===== src/design/scan_polar_to_cartesian_unit_assert.svh =====
// Assertion macros for the scan polar-to-Cartesian unit.
// Included by the top level; depends on clk_i and rst_ni being in scope.
`ifndef SCAN_POLAR_TO_CARTESIAN_UNIT_ASSERT_SVH
`define SCAN_POLAR_TO_CARTESIAN_UNIT_ASSERT_SVH

// Same-cycle implication, checked outside reset.
`define SPC_ASSERT_IMPL(label, ante, cons, msg) \
  label: assert property (@(posedge clk_i) disable iff (!rst_ni) (ante) |-> (cons)) \
    else $error(msg);

// Next-cycle implication, checked outside reset.
`define SPC_ASSERT_NEXT(label, ante, cons, msg) \
  label: assert property (@(posedge clk_i) disable iff (!rst_ni) (ante) |=> (cons)) \
    else $error(msg);

`endif


===== src/design/spc_pkg.sv =====
// Shared types and constants for the scan polar-to-Cartesian unit.
// No dependencies; used by every module of the block.
package spc_pkg;

  localparam int RANGE_W   = 16;
  localparam int BEAM_W    = 12;
  localparam int ANGLE_W   = 32;
  localparam int HEAD_W    = 9;
  localparam int OUT_W     = 17;
  localparam int XW        = 34;
  localparam int ZW        = 34;
  localparam int GUARD     = 14;
  localparam int ATAN_MAX  = 24;
  localparam int X0_W      = 30;
  localparam int ADDR_W    = 4;
  localparam int DATA_W    = 32;

  localparam logic [29:0] GAIN_Q30 = 30'd652032874;
  // Whole degrees to angle units: 2^32 = 360 * HEAD_INT + 256.
  localparam logic [23:0] HEAD_INT = 24'd11930464;
  localparam logic [7:0]  HEAD_RND = 8'd180;
  // floor(v / 360) = (v * HEAD_RECIP) >> HEAD_SHIFT for v below 2^17.
  localparam logic [17:0] HEAD_RECIP = 18'd186414;
  localparam int          HEAD_SHIFT = 26;

  localparam logic signed [OUT_W-1:0] OUT_MAX = 17'sd65535;
  localparam logic signed [OUT_W-1:0] OUT_MIN = -17'sd65536;

  localparam logic [1:0] REG_ANGLE_START = 2'd0;
  localparam logic [1:0] REG_ANGLE_STEP  = 2'd1;
  localparam logic [1:0] REG_HEADING     = 2'd2;

  typedef struct packed {
    logic signed [XW-1:0] x;
    logic signed [XW-1:0] y;
    logic signed [ZW-1:0] z;
    logic                 no_ret;
    logic [BEAM_W-1:0]    beam;
    logic                 last;
  } cord_t;

  function automatic logic [ANGLE_W-1:0] atan_bau(input int unsigned idx);
    logic [ANGLE_W-1:0] v;
    case (idx)
      0:  v = 32'd536870912;
      1:  v = 32'd316933406;
      2:  v = 32'd167458907;
      3:  v = 32'd85004756;
      4:  v = 32'd42667331;
      5:  v = 32'd21354465;
      6:  v = 32'd10679838;
      7:  v = 32'd5340245;
      8:  v = 32'd2670163;
      9:  v = 32'd1335087;
      10: v = 32'd667544;
      11: v = 32'd333772;
      12: v = 32'd166886;
      13: v = 32'd83443;
      14: v = 32'd41722;
      15: v = 32'd20861;
      16: v = 32'd10430;
      17: v = 32'd5215;
      18: v = 32'd2608;
      19: v = 32'd1304;
      20: v = 32'd652;
      21: v = 32'd326;
      22: v = 32'd163;
      23: v = 32'd81;
      default: v = '0;
    endcase
    return v;
  endfunction

endpackage


===== src/design/spc_angle_front.sv =====
// Front end: beam angle, heading conversion, gain-scaled range and half-turn fold.
// Two register stages; depends on spc_pkg.
module spc_angle_front (
  input  logic                          clk_i,
  input  logic                          rst_ni,
  input  logic                          en_i,
  input  logic                          valid_i,
  input  logic [spc_pkg::RANGE_W-1:0]   range_value_i,
  input  logic                          no_return_i,
  input  logic [spc_pkg::BEAM_W-1:0]    beam_index_i,
  input  logic                          scan_end_i,
  input  logic [spc_pkg::ANGLE_W-1:0]   angle_start_i,
  input  logic [spc_pkg::ANGLE_W-1:0]   angle_step_i,
  input  logic [spc_pkg::HEAD_W-1:0]    heading_i,
  output logic                          valid_o,
  output spc_pkg::cord_t                data_o
);
  import spc_pkg::*;

  logic                 s1_valid_q;
  logic [ANGLE_W-1:0]   prod_q, prod_d;
  logic [ANGLE_W-1:0]   hmul_q, hmul_d;
  logic [HEAD_W-1:0]    hq_q, hq_d;
  logic [X0_W-1:0]      x0_q, x0_d;
  logic                 s1_noret_q;
  logic [BEAM_W-1:0]    s1_beam_q;
  logic                 s1_last_q;

  logic [43:0]          prod_full;
  logic [32:0]          hmul_full;
  logic [16:0]          hv;
  logic [34:0]          hq_full;
  logic [45:0]          x0_full;

  logic                 s2_valid_q;
  cord_t                s2_q, s2_d;
  logic [ANGLE_W-1:0]   ang;
  logic [ANGLE_W-1:0]   ang_f;
  logic                 flip;

  always_comb begin
    prod_full = {32'd0, beam_index_i} * {12'd0, angle_step_i};
    prod_d    = prod_full[ANGLE_W-1:0];
    hmul_full = {24'd0, heading_i} * {9'd0, HEAD_INT};
    hmul_d    = hmul_full[ANGLE_W-1:0];
    hv        = {heading_i, 8'd0} + {9'd0, HEAD_RND};
    hq_full   = {18'd0, hv} * {17'd0, HEAD_RECIP};
    hq_d      = hq_full[HEAD_SHIFT +: HEAD_W];
    x0_full   = {30'd0, range_value_i} * {16'd0, GAIN_Q30};
    x0_d      = x0_full[45:16];
  end

  always_ff @(posedge clk_i or negedge rst_ni) begin
    if (!rst_ni) begin
      s1_valid_q <= 1'b0;
    end else if (en_i) begin
      s1_valid_q <= valid_i;
    end
  end

  always_ff @(posedge clk_i) begin
    if (en_i) begin
      prod_q     <= prod_d;
      hmul_q     <= hmul_d;
      hq_q       <= hq_d;
      x0_q       <= x0_d;
      s1_noret_q <= no_return_i;
      s1_beam_q  <= beam_index_i;
      s1_last_q  <= scan_end_i;
    end
  end

  always_comb begin
    ang   = angle_start_i + prod_q + hmul_q + {{(ANGLE_W-HEAD_W){1'b0}}, hq_q};
    flip  = ang[31] ^ ang[30];
    ang_f = {ang[31] ^ flip, ang[30:0]};
    s2_d.x      = flip ? -$signed({{(XW-X0_W){1'b0}}, x0_q})
                       : $signed({{(XW-X0_W){1'b0}}, x0_q});
    s2_d.y      = '0;
    s2_d.z      = $signed({{(ZW-ANGLE_W){ang_f[31]}}, ang_f});
    s2_d.no_ret = s1_noret_q;
    s2_d.beam   = s1_beam_q;
    s2_d.last   = s1_last_q;
  end

  always_ff @(posedge clk_i or negedge rst_ni) begin
    if (!rst_ni) begin
      s2_valid_q <= 1'b0;
    end else if (en_i) begin
      s2_valid_q <= s1_valid_q;
    end
  end

  always_ff @(posedge clk_i) begin
    if (en_i) begin
      s2_q <= s2_d;
    end
  end

  assign valid_o = s2_valid_q;
  assign data_o  = s2_q;

endmodule


===== config.mk =====
export PLATFORM = sky130hd
export DESIGN_NAME = spc_angle_front
export DESIGN_NICKNAME = d
export VERILOG_FILES = /design/src/design/scan_polar_to_cartesian_unit_assert.svh /design/src/design/spc_pkg.sv /design/src/design/spc_angle_front.sv
export SDC_FILE = /design/constraint.sdc
export NUM_CORES = 2
export LEC_CHECK = 0
export BUFFER_PORTS_ARGS = -buffer_cell sky130_fd_sc_hd__buf_4
export CORE_MARGIN = 10
export CORE_UTILIZATION = 40
export DETAILED_ROUTE_END_ITERATION = 8
export PLACE_DENSITY = 0.63
export SLEW_MARGIN = 20
export SYNTH_ARGS = -nofsm -noshare
export SYNTH_HDL_FRONTEND = slang
export SYNTH_SLANG_ARGS = --single-unit

===== constraint.sdc =====
create_clock -name clk_i -period 4.2 [get_ports clk_i]
set_input_delay 0.21 -clock clk_i [delete_from_list [all_inputs] [get_ports clk_i]]
set_output_delay 0.21 -clock clk_i [all_outputs]
set_load 0.01 [all_outputs]

# Word level (Yosys, flattened, before mapping)

Cells that the tools add are included.

Output and inout bits: 117
Logic and storage cells: 27
Register bits: 194
ROM bits: 0
Latch bits: 0
Memory bits (writable): 0
Memories kept: 0
Bits of input ports: 107

Order comparisons: 0
Equal/unequal tests: 0
Add/subtract/negate cells: 5
Div/mod/pow operators: 0
Reduce and logical (&&, ||, !) cells: 0
Shift operators: 0
Multiply operators: 4
Bitwise logic cells: 2
Muxes and demuxes: 1

Operators with widths:

| kind                                                                   | number |
|---|---|
| 32-bit adder                                                           | 2 |
| 16-bit by 29-bit multiplier with 45-bit output (second input constant) | 1 |
| 17-bit by 17-bit multiplier with 34-bit output (second input constant) | 1 |
| 30-bit negation with 34-bit output                                     | 1 |
| 32-bit by 9-bit adder with 32-bit output                               | 1 |
| 12-bit by 32-bit multiplier with 32-bit output                         | 1 |
| 30-bit 2-to-1 mux                                                      | 1 |
| 9-bit by 19-bit multiplier with 27-bit output (second input constant)  | 1 |
| 17-bit by 8-bit adder with 17-bit output (second input constant)       | 1 |
| 1-bit bitwise XOR                                                      | 2 |

# Depth between registers and ports, before layout

Depth after elaboration: 5
Depth in mapped cells: 23
Gate-level depth less buffers: 23

# Least setup slack after synthesis

No wires, ideal clock.

Path kind: input -> register
From: in beam_index_i[3] in the netlist's numbering
To: reg prod_q[31] (data pin)
Data arrival time: 5,372 ps
Setup slack: -1,432 ps
Path buffers: 2
Required time: 3,940 ps
Stages on the path: 22
Cell sequence: clkbuf_1 > clkbuf_1 > nand2_1 > fa_1 > fa_1 > inv_1 > fa_1 > fa_1 > inv_1 > fa_1 > inv_1 > ha_1 > a21o_1 > a21o_1 > a21oi_1 > nand2_1 > a21oi_1 > nor4_1 > or3_1 > a41o_1 > a21oi_1 > xnor2_1

Longest elaborated chain between the ends: 1

RTL lines:

| element                                        | line                  | RTL |
|---|---|---|
| start, declared                                | spc_angle_front.sv:10 | `input logic [spc_pkg::BEAM_W-1:0] beam_index_i,` |
| 12-bit by 32-bit multiplier with 32-bit output | spc_angle_front.sv:42 | `prod_full = {32'd0, beam_index_i} * {12'd0, angle_step_i};` |
| via prod_full[31]                              | spc_angle_front.sv:29 | `logic [43:0] prod_full;` |
| end signal, assigned                           | spc_angle_front.sv:63 | `prod_q <= prod_d;` |
| end, declared                                  | spc_angle_front.sv:21 | `logic [ANGLE_W-1:0] prod_q, prod_d;` |

The timed path passes the listed nets, and every way through them passes these cells.
A chain may end at the register's enable or synchronous reset.

# Worst setup path in the final report

From: in range_value_i[9] in the netlist's numbering
To: reg x0_q[14] (data pin)

Longest elaborated chain between the ends: 1

RTL lines:

| element                                        | line                  | RTL |
|---|---|---|
| start, declared                                | spc_angle_front.sv:8  | `input logic [spc_pkg::RANGE_W-1:0] range_value_i,` |
| 16-bit by 29-bit multiplier with 45-bit output | spc_angle_front.sv:49 | `x0_full = {30'd0, range_value_i} * {16'd0, GAIN_Q30};` |
| via x0_full[30]                                | spc_angle_front.sv:33 | `logic [45:0] x0_full;` |
| end signal, assigned                           | spc_angle_front.sv:66 | `x0_q <= x0_d;` |
| end, declared                                  | spc_angle_front.sv:24 | `logic [X0_W-1:0] x0_q, x0_d;` |

The timed path passes the listed nets, and every way through them passes these cells.

==> results.yml <==
drt:
  drc_errors: 0
  vias: 22330
  via_per_inst: 4.782
  dr.first_iter.drc_count: 844
  antenna_left: 0
  routed_wirelength_um: 84200
  drt_pass1_iterations: 6
  wire_per_inst_um: 18.03
critical_path:
  cpMostUsedCell: "sky130_fd_sc_hd__fa_1"
  crit_path_max_incr_delay_ps: 570
  setup.worst_path.end_class: "register"
  worst_r2r_startpoint: "prod_q[7]$_DFFE_PP_"
  timing.critical_path.cells: "buf_8 > fa_1 > inv_1 > fa_2 > fa_1 > inv_1 > fa_1 > fa_1 > inv_2 > fa_1 > inv_2 > ha_4 > nand4_1 > or2_4 > nor2_4 > o221ai_4 > buf_4 > buf_6 > a31o_4 > a21boi_2 > o21a_1 > o21a_1 > nor2_2 > xnor2_1"
  worstSetupStartpointType: "input port"
  criticalPathCategory: "input port to register"
  cpMaxStageDelayCell: "sky130_fd_sc_hd__fa_1"
  cp_data_arrival_time_ps: 5560
  worst_ep_required_time_ps: 4450
  critical_path.max_fanout: 3
  setup.worst_path.start: "range_value_i[9]"
global_route:
  grt_max_degree: 113
  overflow: 0
  grt_antenna_before_repair: 6
  first_pass_grt_wire_length_um: 130900
  grt_pass1_vias: 23710
  globalRouteTotalUtil_pct: 19.39
timing:
  slew_headroom_pct: 28.00
  post-route-worst-setup-slack_ps: -1110
  finalWorstPathRequiredPeriod_ps: 5310
  finalSetupViolations: 73
  timing.final.crit_share_pct: 126.4
  timing_hold_violations_final: 0
  rsz0062_at_grt: "true"
  maxSlewViolCount: 0
  hold_slack_ps: 38.44
  tightest_slew_ps: 1080
  final.setup_skew_ps: 21.17
  max_freq_ghz: 0.1883
floorplanning:
  die_height_um: 296.5
  num_io_pins: 224
  starting_density_pct: 40.33
  placeableCoreArea_um2: 75820
  fp.dieArea_um2: 87920
  dieWidth_um: 296.5
  core.rowCount: 101
clock_network:
  clock_sink_count: 193
  h-tree-depth: 4
  clock_tree_from_tritoncts: "yes"
  cts_max_path_buffers: 2
  worstSkewPairLatency_ps: 500
  clk_transition_reported_paths_ps: 90
  clock-root-buffer: "sky130_fd_sc_hd__clkbuf_16"
  numCtsBuffers: 17
placement:
  placement.io_buffers: 189
  gp_congestion: 0.9621
  hpwl_um: 69940
layout:
  layout.cells.most_common: "sky130_fd_sc_hd__buf_4"
  layout.cells.most_common_list: "651 x sky130_fd_sc_hd__buf_4, 638 x sky130_fd_sc_hd__inv_1, 477 x sky130_fd_sc_hd__fa_1"
  area.growth.synth_to_final_pct: 33.23
  finalNetCount: 4700
  num-fill-cells: 6695
  share_of_post_route_cells_with_drive_strength_above_1_pct: 31.63
synth:
  ys_ff_latch: 193
  synth_ff_type: "sky130_fd_sc_hd__edfxtp_1"
  synth_cell_type_count: 76
  number_of_enable_type_register_cells_in_the_synthesized_netlist: 191
  synth.yosys.warnings: 0
  netlist_instances: 2954
  yosysSeqAreaShare_pct: 18.92
  synth.cell_area_um2: 30580
  synth_area_per_cell_um2: 10.35
  postSynth.asyncResetShare_pct: 1.036
outcome:
  run_status: "complete, but fails checks"
  failed_checks: "negative setup slack"
min_path:
  hold_path_class: "input port to async pin"
run:
  drv_cap: 0
## worst paths after layout
kind                                           to  cells past startpoint  slack [ps]
hold / removal             s1_valid_q$_DFFE_PN0P_                      2          40
hold reg to reg               data_o[5]$_DFFE_PP_                      0         410
setup / recovery               x0_q[14]$_DFFE_PP_                     24       -1110
setup reg to reg             data_o[84]$_DFFE_PP_                     16        -190
min in group clk_i         s1_beam_q[4]$_DFFE_PP_                      2          70
max in group asynchronous     valid_o$_DFFE_PN0P_                      2        4080
## what timing repair did
item | CTS | global route
resized for setup | 230 | 260
pin swaps | 154 | 170
hold buffers | 6 | 0
hold endpoints to repair | 7 | 0
setup buffers | 49 | 53
setup endpoints to repair | 78 | 94
cloned | 6 | 1
## cell type report
type,count,area (µm²),share of cell area [%]
antenna,1,2.502,0.006142
clock buffer,17,425.4,1.044
clock inverter,15,232.7,0.5712
inverter,684,2570,6.308
multi-input combinational,2007,23830,58.49
sequential,193,5786,14.20
tap,978,1224,3.003
timing repair buffer,774,6673,16.38
## Yosys cell counts (all sizes together), types with 19 or more instances
library cell	count	area (µm²)
o21ai	52	271.5
a21o	46	345.3
and2	111	694.4
xnor2	121	1060
inv	684	2567
fa	512	10250
nand2b	19	118.9
edfxtp	191	5736
buf	43	324.0
nand2	272	1023
ha	404	5055
nand3	19	95.09
xor2	42	375.4
a21oi	97	489.2
nor2	54	202.7
clkbuf	60	225.2
## state kept, by name, summed over array words and instances, names as in the netlist
| signal | flops |
|---|---|
| s1_valid_q | 1 |
| valid_o | 1 |
| s1_beam_q | 12 |
| s1_last_q | 1 |
| x0_q | 30 |
| prod_q | 32 |
| hmul_q | 27 |
| data_o | 79 |
| hq_q | 9 |
| s1_noret_q | 1 |
## routing by layer
| layer | share of wire, % | track usage [%] | vias up |
|---|---|---|---|
| li1 | - | - | 10740 |
| met3 | 6.0 | 4.469 | 96 |
| met2 | 49 | 32.68 | 469 |
| met1 | 43 | 24.55 | 11020 |
| met5 | 0.074 | 0 | - |
| met4 | 2.5 | 5.790 | 10 |
## logic make-up after synthesis
group           after synthesis  share of synthesized area [%]
flops                       193                          18.92
simple gates                570                          8.935
mux                           4                         0.1391
buf+inv                     787                          10.19
fa+ha+maj                   916                          50.05
other cells                   1                        0.01226
xor+xnor                    164                          4.770
compound gates              319                          6.988
## stage by stage
stage	std cells	worst slack, ps	instance area (µm²)	TNS, ps	utilization [%]
6_report	4669	-1110	40740	-32200	53.74
3_5_place_dp	4545	-1727	37120	-75980	48.96
2_1_floorplan	2987	-1199	31540	-30210	-
3_3_place_gp	4545	-1686	37120	-74430	48.96
5_1_grt	4668	-1247	40740	-43460	53.73
4_1_cts	4632	-1080	39400	-30010	51.96
## worst max-delay path: cells and delay by family
kind / cells / cell delay, ps
XOR/XNOR: 1 / 120
AND/OR/NAND/NOR: 4 / 560
adder cells (fa/ha/maj): 7 / 3230
buffers and inverters: 7 / 610
AO/OA/AOI/OAI: 5 / 800
Power is not shown: default switching activity piles up to over one toggle a cycle in this logic, so the estimate is an artifact.
