==> config.mk <==
export PLATFORM = sky130hd
export DESIGN_NAME = spc_out_stage
export DESIGN_NICKNAME = d
export VERILOG_FILES = /design/src/design/scan_polar_to_cartesian_unit_assert.svh /design/src/design/spc_pkg.sv /design/src/design/spc_out_stage.sv
export SDC_FILE = /design/constraint.sdc
export NUM_CORES = 1
export LEC_CHECK = 0
export BUFFER_PORTS_ARGS = -buffer_cell sky130_fd_sc_hd__buf_4
export CAP_MARGIN = 10
export CELL_PAD_IN_SITES_DETAIL_PLACEMENT = 0
export CELL_PAD_IN_SITES_GLOBAL_PLACEMENT = 1
export CORE_MARGIN = 10
export CORE_UTILIZATION = 28
export DETAILED_ROUTE_END_ITERATION = 7
export PLACE_DENSITY = 0.73
export SLEW_MARGIN = 20
export SYNTH_ARGS = -nofsm -noshare
export SYNTH_HDL_FRONTEND = slang
export SYNTH_SLANG_ARGS = --single-unit
==> constraint.sdc <==
create_clock -name clk_i -period 0.8 [get_ports clk_i]
set_input_delay 0.04 -clock clk_i [delete_from_list [all_inputs] [get_ports clk_i]]
set_output_delay 0.04 -clock clk_i [all_outputs]
set_load 0.05 [all_outputs]
==> src/design/scan_polar_to_cartesian_unit_assert.svh <==
// Assertion macros for the scan polar-to-Cartesian unit.
// Included by the top level; depends on clk_i and rst_ni being in scope.
`ifndef SCAN_POLAR_TO_CARTESIAN_UNIT_ASSERT_SVH
`define SCAN_POLAR_TO_CARTESIAN_UNIT_ASSERT_SVH

// Same-cycle implication, checked outside reset.
`define SPC_ASSERT_IMPL(label, ante, cons, msg) \
  label: assert property (@(posedge clk_i) disable iff (!rst_ni) (ante) |-> (cons)) \
    else $error(msg);

// Next-cycle implication, checked outside reset.
`define SPC_ASSERT_NEXT(label, ante, cons, msg) \
  label: assert property (@(posedge clk_i) disable iff (!rst_ni) (ante) |=> (cons)) \
    else $error(msg);

`endif

==> src/design/spc_pkg.sv <==
// Shared types and constants for the scan polar-to-Cartesian unit.
// No dependencies; used by every module of the block.
package spc_pkg;

  localparam int RANGE_W   = 16;
  localparam int BEAM_W    = 12;
  localparam int ANGLE_W   = 32;
  localparam int HEAD_W    = 9;
  localparam int OUT_W     = 17;
  localparam int XW        = 34;
  localparam int ZW        = 34;
  localparam int GUARD     = 14;
  localparam int ATAN_MAX  = 24;
  localparam int X0_W      = 30;
  localparam int ADDR_W    = 4;
  localparam int DATA_W    = 32;

  localparam logic [29:0] GAIN_Q30 = 30'd652032874;
  // Whole degrees to angle units: 2^32 = 360 * HEAD_INT + 256.
  localparam logic [23:0] HEAD_INT = 24'd11930464;
  localparam logic [7:0]  HEAD_RND = 8'd180;
  // floor(v / 360) = (v * HEAD_RECIP) >> HEAD_SHIFT for v below 2^17.
  localparam logic [17:0] HEAD_RECIP = 18'd186414;
  localparam int          HEAD_SHIFT = 26;

  localparam logic signed [OUT_W-1:0] OUT_MAX = 17'sd65535;
  localparam logic signed [OUT_W-1:0] OUT_MIN = -17'sd65536;

  localparam logic [1:0] REG_ANGLE_START = 2'd0;
  localparam logic [1:0] REG_ANGLE_STEP  = 2'd1;
  localparam logic [1:0] REG_HEADING     = 2'd2;

  typedef struct packed {
    logic signed [XW-1:0] x;
    logic signed [XW-1:0] y;
    logic signed [ZW-1:0] z;
    logic                 no_ret;
    logic [BEAM_W-1:0]    beam;
    logic                 last;
  } cord_t;

  function automatic logic [ANGLE_W-1:0] atan_bau(input int unsigned idx);
    logic [ANGLE_W-1:0] v;
    case (idx)
      0:  v = 32'd536870912;
      1:  v = 32'd316933406;
      2:  v = 32'd167458907;
      3:  v = 32'd85004756;
      4:  v = 32'd42667331;
      5:  v = 32'd21354465;
      6:  v = 32'd10679838;
      7:  v = 32'd5340245;
      8:  v = 32'd2670163;
      9:  v = 32'd1335087;
      10: v = 32'd667544;
      11: v = 32'd333772;
      12: v = 32'd166886;
      13: v = 32'd83443;
      14: v = 32'd41722;
      15: v = 32'd20861;
      16: v = 32'd10430;
      17: v = 32'd5215;
      18: v = 32'd2608;
      19: v = 32'd1304;
      20: v = 32'd652;
      21: v = 32'd326;
      22: v = 32'd163;
      23: v = 32'd81;
      default: v = '0;
    endcase
    return v;
  endfunction

endpackage

==> src/design/spc_out_stage.sv <==
// Output register: rounds and saturates the coordinates, applies the no-return flag.
// Depends on spc_pkg.
module spc_out_stage (
  input  logic                               clk_i,
  input  logic                               rst_ni,
  input  logic                               en_i,
  input  logic                               valid_i,
  input  spc_pkg::cord_t                     data_i,
  output logic                               valid_o,
  output logic signed [spc_pkg::OUT_W-1:0]   x_coord_o,
  output logic signed [spc_pkg::OUT_W-1:0]   y_coord_o,
  output logic                               point_valid_o,
  output logic [spc_pkg::BEAM_W-1:0]         beam_out_o,
  output logic                               last_point_o
);
  import spc_pkg::*;

  localparam int RW = XW - GUARD;

  logic                    valid_q;
  logic signed [OUT_W-1:0] x_q, x_d;
  logic signed [OUT_W-1:0] y_q, y_d;
  logic                    pv_q;
  logic [BEAM_W-1:0]       beam_q;
  logic                    last_q;
  logic signed [XW-1:0]    xr;
  logic signed [XW-1:0]    yr;
  logic signed [RW-1:0]    xs;
  logic signed [RW-1:0]    ys;

  function automatic logic signed [OUT_W-1:0] sat(input logic signed [RW-1:0] v);
    logic signed [OUT_W-1:0] r;
    if (v > $signed({{(RW-OUT_W){1'b0}}, OUT_MAX})) begin
      r = OUT_MAX;
    end else if (v < $signed({{(RW-OUT_W){1'b1}}, OUT_MIN})) begin
      r = OUT_MIN;
    end else begin
      r = v[OUT_W-1:0];
    end
    return r;
  endfunction

  always_comb begin
    xr  = data_i.x + $signed(XW'(1) <<< (GUARD - 1));
    yr  = data_i.y + $signed(XW'(1) <<< (GUARD - 1));
    xs  = RW'(xr >>> GUARD);
    ys  = RW'(yr >>> GUARD);
    x_d = data_i.no_ret ? '0 : sat(xs);
    y_d = data_i.no_ret ? '0 : sat(ys);
  end

  always_ff @(posedge clk_i or negedge rst_ni) begin
    if (!rst_ni) begin
      valid_q <= 1'b0;
    end else if (en_i) begin
      valid_q <= valid_i;
    end
  end

  always_ff @(posedge clk_i) begin
    if (en_i) begin
      x_q    <= x_d;
      y_q    <= y_d;
      pv_q   <= ~data_i.no_ret;
      beam_q <= data_i.beam;
      last_q <= data_i.last;
    end
  end

  assign valid_o       = valid_q;
  assign x_coord_o     = x_q;
  assign y_coord_o     = y_q;
  assign point_valid_o = pv_q;
  assign beam_out_o    = beam_q;
  assign last_point_o  = last_q;

endmodule
* Word-level counts from Yosys, hierarchy flattened
Cells that the tools add are included.
Word-level totals: bits of input ports 120, memories 0, bits in latches 0, ROM bits 0, output and inout bits 49, bits in registers 49, bits in writable memories 0, word-level logic and storage cells 21
Cells by class: bitwise operators 1, shift operators 0, order comparisons 4, divide/modulo/power cells 0, multiply operators 0, $add $sub $neg 2, reductions and logical operators 2, muxes and demuxes 4, equality and inequality tests 0
Operators with widths (number):
- 34-bit by 15-bit adder with 34-bit output (second input constant) | 2
- 20-bit by 17-bit > comparator with 1-bit output (second input constant) | 2
- 20-bit by 17-bit < comparator with 1-bit output (second input constant) | 2
- 17-bit 2-to-1 mux | 2
- 16-bit 2-to-1 mux | 2
- 2-bit OR reduction | 2
- 1-bit inverter | 1

* Longest topological paths before layout
word-level depth 4, depth in mapped cells 7, mapped depth without buffers 6

* Worst setup path before layout
OpenSTA, ideal clock, no wires.
path kind input to register, start point input port data_i[61] in the netlist's numbering, end point register y_q[10], in the netlist y_coord_o[10], data pin, cell stages on the path 7, arrival time 1450 ps, slack -913 ps, required time 537 ps, cells stage by stage ha_1 nand3_1 nor3_2 mux2i_1 a211o_1 buf_2 o22ai_1
Between the ends: cells in the longest elaborated chain, start to end 4, elaborated cells between the ends (all ways) 5, classes of those cells 1 x add/sub; 2 x order compare; 2 x mux
Ends and longest elaborated chain:
- start, declared | RTL line spc_out_stage.sv:8 | input spc_pkg::cord_t data_i,
- 34-bit by 15-bit adder with 34-bit output (*) | RTL line spc_out_stage.sv:45 | yr = data_i.y + $signed(XW'(1) <<< (GUARD - 1));
- 20-bit by 17-bit < comparator with 1-bit output | RTL line spc_out_stage.sv:35 | end else if (v < $signed({{(RW-OUT_W){1'b1}}, OUT_MIN})) begin
- 17-bit 2-to-1 mux | RTL line spc_out_stage.sv:35
- 16-bit 2-to-1 mux (*) | RTL line spc_out_stage.sv:33 | if (v > $signed({{(RW-OUT_W){1'b0}}, OUT_MAX})) begin
- end signal, assigned | RTL line spc_out_stage.sv:63 | y_q <= y_d;
- end, declared | RTL line spc_out_stage.sv:22 | logic signed [OUT_W-1:0] y_q, y_d;
Every way passes the cells marked *; elsewhere a longest branch is shown, timed or not. A chain may end at the register's enable or synchronous reset.

* Worst setup path in the final report
start point input port data_i[104] in the netlist's numbering, end point register x_q[12], in the netlist x_coord_o[12], data pin
Between the ends: cells in the longest elaborated chain, start to end 4, elaborated cells between the ends (all ways) 5, classes of those cells 1 x add/sub; 2 x order compare; 2 x mux
Ends and longest elaborated chain:
- 34-bit by 15-bit adder with 34-bit output (*) | RTL line spc_out_stage.sv:44 | xr = data_i.x + $signed(XW'(1) <<< (GUARD - 1));
- 20-bit by 17-bit < comparator with 1-bit output | RTL line spc_out_stage.sv:35
- 17-bit 2-to-1 mux | RTL line spc_out_stage.sv:35
- 16-bit 2-to-1 mux (*) | RTL line spc_out_stage.sv:33
- end signal, assigned | RTL line spc_out_stage.sv:62 | x_q <= x_d;
- end, declared | RTL line spc_out_stage.sv:21 | logic signed [OUT_W-1:0] x_q, x_d;
Marked as above.

==> summary.txt <==
Power and ir drop
  • VDD IR max: 0.7747 mV
  • Switching Fraction: 0.3343
  • P_sw: 2.498 mW
  • Part of the power in registers: 0.428
  • Int Pwr: 4.974 mW
  • Pwr Density: 1405 nW/µm²
  • Comb power frac: 0.378
  • Clock share of power: 0.194
  • Leak pwr: 2.155 nW

Layout
  • Layout Nets: 562
  • Diode count: 0
  • Layout cells sized above 1: 0.5986
  • Post-route design area: 5319 µm²
  • P&R area growth vs syn: 96.17%

Routing
  • WL met3: 383 µm
  • Residual DRC: 0
  • Final ANT Viol Nets: 0
  • Detailed Route WL: 9.745 mm
  • DR WL met2: 5.152 mm
  • Vias: 2,685
  • Number of vias per cell: 4.711
  • Post-DR wirelength/cell: 17.10 µm
  • Highest Signal Layer: met4
  • DRT Pass-1 Iters: 5
  • Starting DRT DRC Count: 89
  • M1 WL: 3.889 mm

Synth
  • Register area share after synthesis: 0.5408
  • Seq cells post-synth: 49
  • Netlist cell types: 44
  • Post-Syn Area: 2711 µm²
  • Synth top cells by count: edfxtp_1, nand2_1, nand3_1, o22ai_1, xor2_1
  • Top-area cell type share of the netlist area: 0.5316
  • Top-count cell post-synth: edfxtp_1
  • Primary FF master, synth: edfxtp_1
  • Synth Net Count: 353
  • Post-synthesis async set-or-reset flop share: 0.02041
  • Post-synthesis cell count: 231
  • Warnings, synthesis: 0
  • Synthesized area per cell: 11.74 µm²
  • Post-synth EDFFs: 48
  • Cell accounting for the most synthesized area: edfxtp_1
  • Main area contributors after synthesis: edfxtp_1, xor2_1, xnor2_1

Setup path
  • Reg2Reg Setup Slack: -20 ps
  • CP endpoint kind: register
  • CP required: 850 ps
  • WP data arrival: 1490 ps
  • Worst Reg2Reg Path Length in Cells: 1
  • Worst Path Max Fanout: 8
  • CP max stage delay: 340 ps
  • CP startpoint kind: primary input
  • CP bufs+invs: 4
  • Slowest library cell on the worst path: nor4_4
  • CP delay by family, top: buffers and inverters
  • Reg-to-Reg End: valid_o$_DFFE_PN0P_
  • Levels on crit path: 9
  • Worst Path Class, Setup: primary input to register
  • Critical path endpoint: x_coord_o[12]$_SDFFCE_PP0P_
  • Crit path launch: data_i[104]
  • RR Startpoint: valid_o$_DFFE_PN0P_
  • CP Cell Sequence: buf_6, nand4_1, nor4_4, buf_4, a211oi_2, a211oi_2, buf_4, clkbuf_16, o21ai_2

Clock network
  • Clock root cell: clkbuf_8
  • CTS tree: yes
  • Clock-pin slew on the worst setup and hold paths: 90 ps
  • Worst-case clock buffer depth: 2
  • H-tree depth: 2
  • Clock Latency Late Sink: 290 ps
  • Clock sinks: 49
  • TritonCTS Buffers: 5

Timing
  • Unrepaired setup endpoints after global routing: true
  • Final hold violation count: 0
  • Slew margin rel.: 0.7265
  • Maximum operating frequency: 693.6 MHz
  • Final setup slack of the worst path: -641.7 ps
  • Final setup fails: 84
  • Fin crit share: 1.802
  • Setup_tns: -23,420 ps
  • Min Tclk post-route: 1442 ps
  • Final Skew: 0 ps
  • Worst Max-Slew Pin Slew: 406.5 ps
  • Max-slew violations: 0

Floorplan
  • Row count: 35
  • Die height: 118.4 µm
  • I/O pin cnt: 169
  • Die X: 118.4 µm
  • Initial core utilization: 0.2907
  • Core area: 9328 µm²
  • Die ar.: 14,020 µm²

Global routing
  • Largest net degree at the start of global routing: 23
  • GRT Total Usage: 0.1314
  • Vias in the first global route: 2,841
  • First-pass GRT wire length: 15.18 mm
  • Initial antenna violation count: 0
  • Gr ovfl total: 0

Flow run
  • Max cap viols: 0

Outcome
  • Status: finished, violations left
  • Failing checks: setup timing

Placement
  • Dpl hpwl: 6.882 mm
  • DP Area: 4284 µm²
  • I/O Buffers: 108
  • Placer Congestion: 0.8037
  • Pre-CTS worst setup slack: -958.2 ps

Worst hold path
  • Hold Crit Class: primary input to asynchronous set/reset pin
power groups by stage:
stage | Sequential [mW] | Combinational, mW | Clock (mW)
after global placement | 3.21 | 2.27 | 0
after floorplan | 4.01 | 0.403 | 0
final | 3.20 | 2.83 | 1.45
after global routing | 3.22 | 2.97 | 1.59
after detailed placement | 3.21 | 2.30 | 0
after CTS | 3.19 | 2.78 | 1.49
logic make-up (layout without fill, tap and decap cells):
family	count (synthesis)	count (layout)	synth area share
xor+xnor	31	31	0.1029
mux	3	3	0.01154
buf+inv	13	222	0.02584
fa+ha+maj	2	2	0.009228
flops	49	49	0.5408
simple gates	86	87	0.1860
compound gates	47	47	0.1237
metal layers:
| layer | global-route usage | vias to the layer above |
|---|---|---|
| met5 | 0 | - |
| met4 | 0.05038 | 0 |
| met3 | 0.02094 | 18 |
| met2 | 0.2392 | 71 |
| met1 | 0.1500 | 1287 |
| li1 | - | 1309 |
what timing repair did:
| item | in CTS | in global routing |
|---|---|---|
| pin swaps | 33 | 19 |
| resized for setup | 108 | 28 |
| cloned | 6 | 0 |
| hold endpoints to repair | 15 | 0 |
| buffers inserted | 5 | 7 |
| endpoints found under the setup margin | 83 | 84 |
| hold buffers | 15 | 0 |
layout by cell type, fill, tap and decap left out, types with 2 or more instances in the layout:
cell type | netlist | layout
dlygate4sd3_1 | 0 | 15
nand3_1 | 17 | 10
nand3_4 | 0 | 7
buf_4 | 0 | 111
nand4_1 | 8 | 8
buf_16 | 0 | 4
o21ai_2 | 10 | 13
or2_2 | 2 | 2
nand2_1 | 18 | 17
o22ai_4 | 0 | 3
xor2_1 | 16 | 16
nor4_4 | 2 | 3
and2_1 | 3 | 2
a211oi_2 | 1 | 3
buf_8 | 0 | 4
and3_1 | 7 | 6
a21oi_1 | 2 | 2
edfxtp_1 | 48 | 48
a31oi_1 | 2 | 2
o21ai_1 | 0 | 2
ha_4 | 0 | 2
clkbuf_8 | 0 | 5
o22ai_2 | 0 | 13
nor2_1 | 13 | 12
buf_12 | 0 | 5
and4_1 | 2 | 2
buf_6 | 2 | 68
or4_4 | 1 | 2
xnor2_1 | 14 | 14
nor3_1 | 5 | 4
inv_1 | 6 | 6
how the worst min path moves through the flow:
stage                     cells after the start             endpoint  slack, ps
final                                         2  valid_o$_DFFE_PN0P_         30
after CTS                                     2  valid_o$_DFFE_PN0P_         40
after global placement                        1  valid_o$_DFFE_PN0P_       -180
after floorplan                               0  valid_o$_DFFE_PN0P_       -260
after global routing                          2  valid_o$_DFFE_PN0P_         30
after detailed placement                      1  valid_o$_DFFE_PN0P_       -180
metrics by stage:
step | cells | total power [mW] | utilization | hold slack, ps
2_1_floorplan | 231 | 4.418 | - | -255.6
3_3_place_gp | 530 | 5.477 | 0.4593 | -184.4
3_5_place_dp | 530 | 5.502 | 0.4593 | -183.8
4_1_cts | 564 | 7.463 | 0.5563 | 36.67
5_1_grt | 570 | 7.781 | 0.5702 | 34.14
6_report | 570 | 7.472 | 0.5702 | 32.76
area by class of cell:
type | count | area, µm²
Fill cell | 760 | 4009
Tap cell | 129 | 161.4
Inverter | 6 | 22.52
Clock inverter | 2 | 13.76
Multi-Input combinational cell | 170 | 1536
Timing Repair Buffer | 208 | 2044
Clock buffer | 6 | 72.57
Sequential cell | 49 | 1468
state kept, by name, summed over array words and instances (netlist names):
name and cells:
beam_out_o 12, last_point_o 1, point_valid_o 1, valid_o 1, x_coord_o 17, y_coord_o 17
No activity file was read; power rests on OpenSTA's default activity.
